### src/rtl/core/afb_pkg.sv
// package for the addressed frame builder with 16-bit additive checksum
// holds byte roles, item codes and the structs passed between the core modules
// no dependencies
package afb_pkg;

    localparam int unsigned MAX_RESULTS = 5;
    localparam int unsigned IDX_W       = $clog2(MAX_RESULTS);

    localparam logic [15:0] LOW_BYTE_MASK = 16'h00FF;

    localparam logic FUNC_HEADER  = 1'b0;
    localparam logic FUNC_PAYLOAD = 1'b1;

    typedef enum logic [2:0] {
        ROLE_ADDR = 3'd0,
        ROLE_TYPE = 3'd1,
        ROLE_LEN  = 3'd2,
        ROLE_DATA = 3'd3,
        ROLE_CKHI = 3'd4,
        ROLE_CKLO = 3'd5
    } t_role;

    typedef struct packed {
        logic [7:0] data;
        t_role      role;
    } t_entry;

    // bytes caused by one input item, entry 0 goes out first
    typedef struct packed {
        t_entry [MAX_RESULTS-1:0] entry;
        logic   [IDX_W:0]         count;
    } t_list;

    // one outgoing byte with its flags
    typedef struct packed {
        logic [7:0] data;
        t_role      role;
        logic       drive;
        logic       fend;
        logic       last;
    } t_beat;

endpackage

### src/rtl/core/afb_frame_ctl.sv
// frame state and byte list builder for the addressed frame builder
// keeps payload count, running sum and open flag; depends on afb_pkg
module afb_frame_ctl (
    input  logic           i_clk,
    input  logic           i_rst_n,
    input  logic           i_accept,
    input  logic           i_func,
    input  logic [7:0]     i_dest_addr,
    input  logic [7:0]     i_kind_code,
    input  logic [7:0]     i_payload_len,
    input  logic [7:0]     i_payload_byte,
    output afb_pkg::t_list o_list
);
    import afb_pkg::*;

    logic [7:0]  r_left, n_left;
    logic [15:0] r_sum,  n_sum;
    logic        r_open, n_open;

    logic [15:0] hdr_sum;
    logic [15:0] pay_sum;
    t_list       list;

    assign hdr_sum = 16'(i_dest_addr) + 16'(i_kind_code) + 16'(i_payload_len);
    assign pay_sum = r_sum + 16'(i_payload_byte);

    always_comb begin
        n_left = r_left;
        n_sum  = r_sum;
        n_open = r_open;
        list   = '0;
        if (i_func == FUNC_HEADER) begin
            n_sum            = hdr_sum;
            list.entry[0]    = '{data: i_dest_addr,   role: ROLE_ADDR};
            list.entry[1]    = '{data: i_kind_code,   role: ROLE_TYPE};
            list.entry[2]    = '{data: i_payload_len, role: ROLE_LEN};
            if (i_payload_len == 8'd0) begin
                // empty payload: checksum follows the header at once
                list.entry[3] = '{data: hdr_sum[15:8], role: ROLE_CKHI};
                list.entry[4] = '{data: 8'(hdr_sum & LOW_BYTE_MASK), role: ROLE_CKLO};
                list.count    = (IDX_W+1)'(5);
                n_left        = 8'd0;
                n_open        = 1'b0;
            end else begin
                list.count    = (IDX_W+1)'(3);
                n_left        = i_payload_len;
                n_open        = 1'b1;
            end
        end else begin
            if (!r_open || r_left == 8'd0) begin
                // stray payload byte, dropped
                n_open = 1'b0;
            end else begin
                n_sum         = pay_sum;
                n_left        = r_left - 8'd1;
                list.entry[0] = '{data: i_payload_byte, role: ROLE_DATA};
                if (r_left == 8'd1) begin
                    list.entry[1] = '{data: pay_sum[15:8], role: ROLE_CKHI};
                    list.entry[2] = '{data: 8'(pay_sum & LOW_BYTE_MASK), role: ROLE_CKLO};
                    list.count    = (IDX_W+1)'(3);
                    n_open        = 1'b0;
                end else begin
                    list.count    = (IDX_W+1)'(1);
                end
            end
        end
    end

    always_ff @(posedge i_clk) begin
        if (!i_rst_n) begin
            r_left <= 8'd0;
            r_sum  <= 16'd0;
            r_open <= 1'b0;
        end else if (i_accept) begin
            r_left <= n_left;
            r_sum  <= n_sum;
            r_open <= n_open;
        end
    end

    assign o_list = list;

endmodule

### src/rtl/core/afb_out_seq.sv
// output sequencer for the addressed frame builder
// holds one item's byte list and hands it out a byte per cycle through the
// output register while the byte side does not stall; depends on afb_pkg
module afb_out_seq (
    input  logic           i_clk,
    input  logic           i_rst_n,
    input  logic           i_load,
    input  afb_pkg::t_list i_list,
    output logic           o_free,
    output logic           o_valid,
    input  logic           i_ready,
    output afb_pkg::t_beat o_beat
);
    import afb_pkg::*;

    t_entry [MAX_RESULTS-1:0] r_list;
    logic   [IDX_W:0]         r_cnt;
    logic   [IDX_W-1:0]       r_idx;
    logic                     r_out_valid;
    t_beat                    r_out;

    logic   has_entry;
    logic   out_load;
    logic   advance;
    logic   last_entry;
    t_entry cur;

    assign has_entry  = (r_cnt != '0);
    assign out_load   = !r_out_valid || i_ready;
    assign advance    = has_entry && out_load;
    assign last_entry = ((IDX_W+1)'(r_idx) == r_cnt - (IDX_W+1)'(1));
    assign cur        = r_list[r_idx];

    // a new list may come in while the last byte of the old one moves out
    assign o_free = !has_entry || (advance && last_entry);

    always_ff @(posedge i_clk) begin
        if (!i_rst_n) begin
            r_cnt <= '0;
            r_idx <= '0;
        end else if (i_load) begin
            r_cnt <= i_list.count;
            r_idx <= '0;
        end else if (advance) begin
            if (last_entry) begin
                r_cnt <= '0;
            end else begin
                r_idx <= r_idx + 1'b1;
            end
        end
    end

    always_ff @(posedge i_clk) begin
        if (i_load) begin
            r_list <= i_list.entry;
        end
    end

    always_ff @(posedge i_clk) begin
        if (!i_rst_n) begin
            r_out_valid <= 1'b0;
        end else if (out_load) begin
            r_out_valid <= advance;
        end
    end

    always_ff @(posedge i_clk) begin
        if (advance) begin
            r_out.data  <= cur.data;
            r_out.role  <= cur.role;
            r_out.drive <= (cur.role != ROLE_CKLO);
            r_out.fend  <= (cur.role == ROLE_CKLO);
            r_out.last  <= last_entry;
        end
    end

    assign o_valid = r_out_valid;
    assign o_beat  = r_out;

endmodule

### src/rtl/core/addressed_frame_builder_sum16.sv
// top level of the addressed frame builder with 16-bit additive checksum
// joins the frame state unit and the output sequencer; depends on afb_pkg,
// afb_frame_ctl and afb_out_seq
//
//  channel   dir  tdata                      tuser                          tlast
//  s (items) in   addr, type, len, payload   func (0 header, 1 payload)     -
//  m (bytes) out  byte to send               role, drive enable, frame end  last byte of item
//
// a payload item gives one byte, a header three bytes (five with an empty
// payload) and the last payload item three, sent through the single output
// register that moves one byte per cycle while the byte side does not stall
// first byte of an item is registered in the byte list, then in the output register
// synchronous active-low reset empties the byte list and output register and
// clears the frame state (no frame open, sum zero)
// a stall on the byte side holds the output register and the byte list; the
// item side waits while the list still holds a byte that has not moved out
module addressed_frame_builder_sum16 (
    input  logic        i_clk,
    input  logic        i_rst_n,
    // item side
    input  logic        i_s_tvalid,
    output logic        o_s_tready,
    input  logic [31:0] i_s_tdata,   // dest_addr[7:0], kind_code[15:8],
                                     // payload_len[23:16], payload_byte[31:24]
    input  logic        i_s_tuser,   // func[0]
    // byte side
    output logic        o_m_tvalid,
    input  logic        i_m_tready,
    output logic [7:0]  o_m_tdata,   // tx_byte[7:0]
    output logic [4:0]  o_m_tuser,   // byte_role[2:0], drive_enable[3], frame_end[4]
    output logic        o_m_tlast    // run_last
);
    import afb_pkg::*;

    logic  s_accept;
    logic  seq_free;
    t_list list;
    t_beat beat;

    // item transfer when the sequencer can take a fresh byte list
    assign o_s_tready = seq_free;
    assign s_accept   = i_s_tvalid && seq_free;

    afb_frame_ctl u_frame_ctl (
        .i_clk          (i_clk),
        .i_rst_n        (i_rst_n),
        .i_accept       (s_accept),
        .i_func         (i_s_tuser),
        .i_dest_addr    (i_s_tdata[7:0]),
        .i_kind_code    (i_s_tdata[15:8]),
        .i_payload_len  (i_s_tdata[23:16]),
        .i_payload_byte (i_s_tdata[31:24]),
        .o_list         (list)
    );

    // a dropped payload item loads an empty list, which gives no bytes
    afb_out_seq u_out_seq (
        .i_clk   (i_clk),
        .i_rst_n (i_rst_n),
        .i_load  (s_accept),
        .i_list  (list),
        .o_free  (seq_free),
        .o_valid (o_m_tvalid),
        .i_ready (i_m_tready),
        .o_beat  (beat)
    );

    // byte side packing
    assign o_m_tdata = beat.data;
    assign o_m_tuser = {beat.fend, beat.drive, beat.role};
    assign o_m_tlast = beat.last;

endmodule

### config.mk
export PLATFORM = sky130hd
export DESIGN_NAME = addressed_frame_builder_sum16
export DESIGN_NICKNAME = d
export VERILOG_FILES = /design/src/rtl/core/afb_pkg.sv /design/src/rtl/core/afb_frame_ctl.sv /design/src/rtl/core/afb_out_seq.sv /design/src/rtl/core/addressed_frame_builder_sum16.sv
export SDC_FILE = /design/constraint.sdc
export NUM_CORES = 1
export LEC_CHECK = 0
export BUFFER_PORTS_ARGS = -buffer_cell sky130_fd_sc_hd__buf_4
export CELL_PAD_IN_SITES_DETAIL_PLACEMENT = 1
export CELL_PAD_IN_SITES_GLOBAL_PLACEMENT = 1
export CORE_UTILIZATION = 48
export CTS_BUF_LIST = sky130_fd_sc_hd__clkbuf_8
export CTS_CLUSTER_SIZE = 40
export DETAILED_ROUTE_END_ITERATION = 16
export PLACE_DENSITY = 0.87
export SLEW_MARGIN = 20
export SYNTH_ARGS = -nofsm -noshare
export SYNTH_HDL_FRONTEND = slang
export SYNTH_SLANG_ARGS = --single-unit
### constraint.sdc
create_clock -name i_clk -period 3.35 [get_ports i_clk]
set_clock_uncertainty 0.15 [all_clocks]
set_input_delay 0.5025 -clock i_clk [delete_from_list [all_inputs] [get_ports i_clk]]
set_output_delay 0.5025 -clock i_clk [all_outputs]
set_load 0.02 [all_outputs]
==> metrics <==
status=completed; Vert. Die Dim=105 um; Initial DRC Count=244; RSZ-0062 raised after global routing=false; Slew headroom=51.0%; fraction of registers with async set/reset=0%; Worst Setup Path Type=flop to flop; final wirelength=15600 um; vias in the first global route=4700; WHS Endpoint=u_out_seq.r_list[10]; Worst Hold Launch=i_s_tdata[31]; flops & latches, synth=84; cell taking the most area after synthesis=edfxtp_1; Comb pwr share=28.2%; PostCTS Resize Cnt=0; clock sinks=84; Clock Latency Late Sink=0.36 ns; CP top delay family=buffers and inverters; Die Area=10900 um2; RD Place Congestion=0.955; internal cell power=1840 uW; Setup Buffers After CTS=0; switching pwr=917 uW; Worst-Margin Slew=0.730 ns; Hold Fails Final Rpt=0; Power Dens Cells=478 nW/um2; Buf/Inv on CP=3; antenna diode count=0; layout cell share with drive strength beyond 1=17.3%; R2R cell count=9; worst reg2reg endpoint=u_frame_ctl.r_sum[0]; Worst Hold Class=input pin to flop; clock share of power=26.7%; reg2reg start=u_out_seq.r_cnt[0]; Syn Nets=567; WL/cell=22.6 um; GRT Total Usage=30.2%; number of hold buffers added after cts=0; H-tree depth=3; Area Overhead vs Synth=14.3%; final non-filler cell total=691; CP max FO=29; number of antenna violations at the first check in global routing=0; CTS tree=built; die width=105 um; Worst EP arrival=3.15 ns; max incr delay on CP=0.44 ns; nets=617; Buffers on Ports=52; I/O pins=53; # DRC=0; CTS root buf=clkbuf_8; final setup violation count=0; router iterations before antenna repair=5; Mean Syn Cell Area=10.1 um2; Area contributors post-synth=edfxtp_1, dfxtp_1, ha_1; reg2reg setup slack=0.31 ns; hold depth=3; Reg power frac=45.1%; final period utilization=90.7%; share of the synthesized area in the top cell type=30.9%; vias=4350; CP Cell Sequence=inv_1 > ha_1 > xor2_1 > xnor2_1 > a32oi_4 > inv_2 > buf_4 > a21oi_1 > a211oi_1; maximum VDD drop=0.000225 V; CP required=3.46 ns; predominant post-synthesis flop cell=edfxtp_1; initial core utilization=49.1%; mapped cell area=5050 um2; Yosys cell types=72; CTS clk-pin slew, worst paths=0.09 ns; hold_ws=0.290 ns; # Max-Cap Violations=0; Post-Place Cells=675; register area share after synthesis=43.6%; Post-Synthesis Cells=500; Tmin final=3.04 ns; largest net degree at the start of global routing=45; Fin Setup TNS=0 ns; CTS Buffer Depth=2; grt ovf=0; clock buffer count from CTS=9; Max Clk Rate=329 MHz; Core Area=10300 um2; hpwl dp=11800 um; Via density=6.30; Worst Setup Start Kind=flop; switching share of power=33.3%; Yosys warning count=0; Routed Antenna Nets=0; LEAKAGE=0.00227 uW; crit path launch=u_out_seq.r_cnt[0]; Slowest cell on crit path=buf_4; first-pass GRT wire length=25300 um; post-layout util=56.1%; Placement Rows=37; CP endpoint kind=flop; number of flops mapped to enable cells by yosys=52; Slew Limit Fails=0
[cell families after synthesis]
kind of cell / count (synthesis) / synth area share, %
multiplexers: 13 / 3.12
adder cells (fa/ha/maj): 30 / 8.93
flip-flops: 84 / 43.6
AO/OA/AOI/OAI: 157 / 22.1
buffers and inverters: 48 / 4.02
XOR/XNOR: 18 / 3.12
AND/OR/NAND/NOR: 150 / 15.1
[how the worst max path moves through the flow]
stage                            to  slack, ns  cells after the start
6_report       u_frame_ctl.r_sum[0]       0.31                      9
5_1_grt        u_frame_ctl.r_sum[0]       0.14                      9
4_1_cts        u_frame_ctl.r_sum[0]       0.30                      9
3_5_place_dp   u_frame_ctl.r_sum[7]       0.06                      9
3_3_place_gp   u_frame_ctl.r_sum[7]       0.18                      9
2_1_floorplan  u_frame_ctl.r_sum[7]       0.41                      8
[layout by cell type (no fill, tap or decap), types with 8 or more instances in the layout]
master	count
nor3_1	9
dfxtp_1	32
a211oi_1	9
a21o_1	9
clkbuf_8	9
fa_1	10
nor2_1	32
nand3_1	20
inv_1	23
edfxtp_1	52
buf_4	62
nand2_1	40
nand2b_1	8
xor2_1	14
o2bb2ai_1	9
ha_1	20
o21ai_0	27
a21oi_1	30
mux2i_1	9
[synthesized netlist by cell type (all sizes together) (4+ instances only)]
| cell type | n |
|---|---|
| a211o | 4 |
| a211oi | 9 |
| a21o | 9 |
| a21oi | 31 |
| a221o | 5 |
| a22o | 6 |
| a31oi | 5 |
| and2 | 7 |
| and3 | 5 |
| and4 | 6 |
| buf | 10 |
| clkbuf | 13 |
| dfxtp | 32 |
| edfxtp | 52 |
| fa | 10 |
| ha | 20 |
| inv | 23 |
| mux2i | 9 |
| nand2 | 41 |
| nand2b | 8 |
| nand3 | 20 |
| nor2 | 33 |
| nor3 | 9 |
| nor4 | 6 |
| o211ai | 6 |
| o21a | 4 |
| o21ai | 29 |
| o22ai | 6 |
| o2bb2ai | 9 |
| o31ai | 6 |
| o32ai | 4 |
| xnor2 | 4 |
| xor2 | 14 |
[per-stage QoR]
step	setup slack, ns	cell area [um2]	power, uW
6_report	0.313	5770	2750
5_1_grt	0.142	5770	2870
4_1_cts	0.298	5770	2750
3_5_place_dp	0.0614	5570	2020
3_3_place_gp	0.181	5570	1970
2_1_floorplan	0.414	5050	1760
[power groups by stage]
stage	Clock, uW	Sequential, uW	Combinational [uW]
after floorplan	0	1280	487
after global placement	0	1260	708
after detailed placement	0	1270	757
after CTS	739	1240	766
after global routing	780	1250	839
final	735	1240	776
[state kept, by name, indices dropped and copies added (netlist names)]
register	cells
u_frame_ctl.r_sum	16
u_out_seq.r_cnt	3
u_frame_ctl.r_left	8
u_frame_ctl.r_open	1
u_out_seq.r_list	38
u_out_seq.o_valid	1
u_out_seq.o_beat	14
u_out_seq.r_idx	3
[worst register-to-register path: cells and delay by family, from the launching register on]
family | cells | cell delay (ns)
buf+inv | 3 | 0.92
compound gates | 3 | 0.72
xor+xnor | 2 | 0.55
flops | 1 | 0.37
fa+ha+maj | 1 | 0.23
[layout make-up]
| type | count | area, um2 |
|---|---|---|
| fillers | 1163 | 4510 |
| clock inverters | 7 | 68.8 |
| repair buffers | 62 | 465 |
| inverters | 25 | 93.8 |
| multi-input cells | 368 | 2640 |
| clock buffers | 9 | 124 |
| well taps | 136 | 170 |
| flip-flops and latches | 84 | 2200 |
[layer usage]
metal | up-vias | GRT usage (%) | wire length, um
li1 | 1993 | - | -
met1 | 2136 | 37.9 | 6490
met2 | 178 | 50.2 | 7630
met3 | 43 | 5.55 | 913
met4 | 0 | 14.6 | 610
met5 | - | 0 | 0
Note: power is estimated with default switching activity, not from simulation.
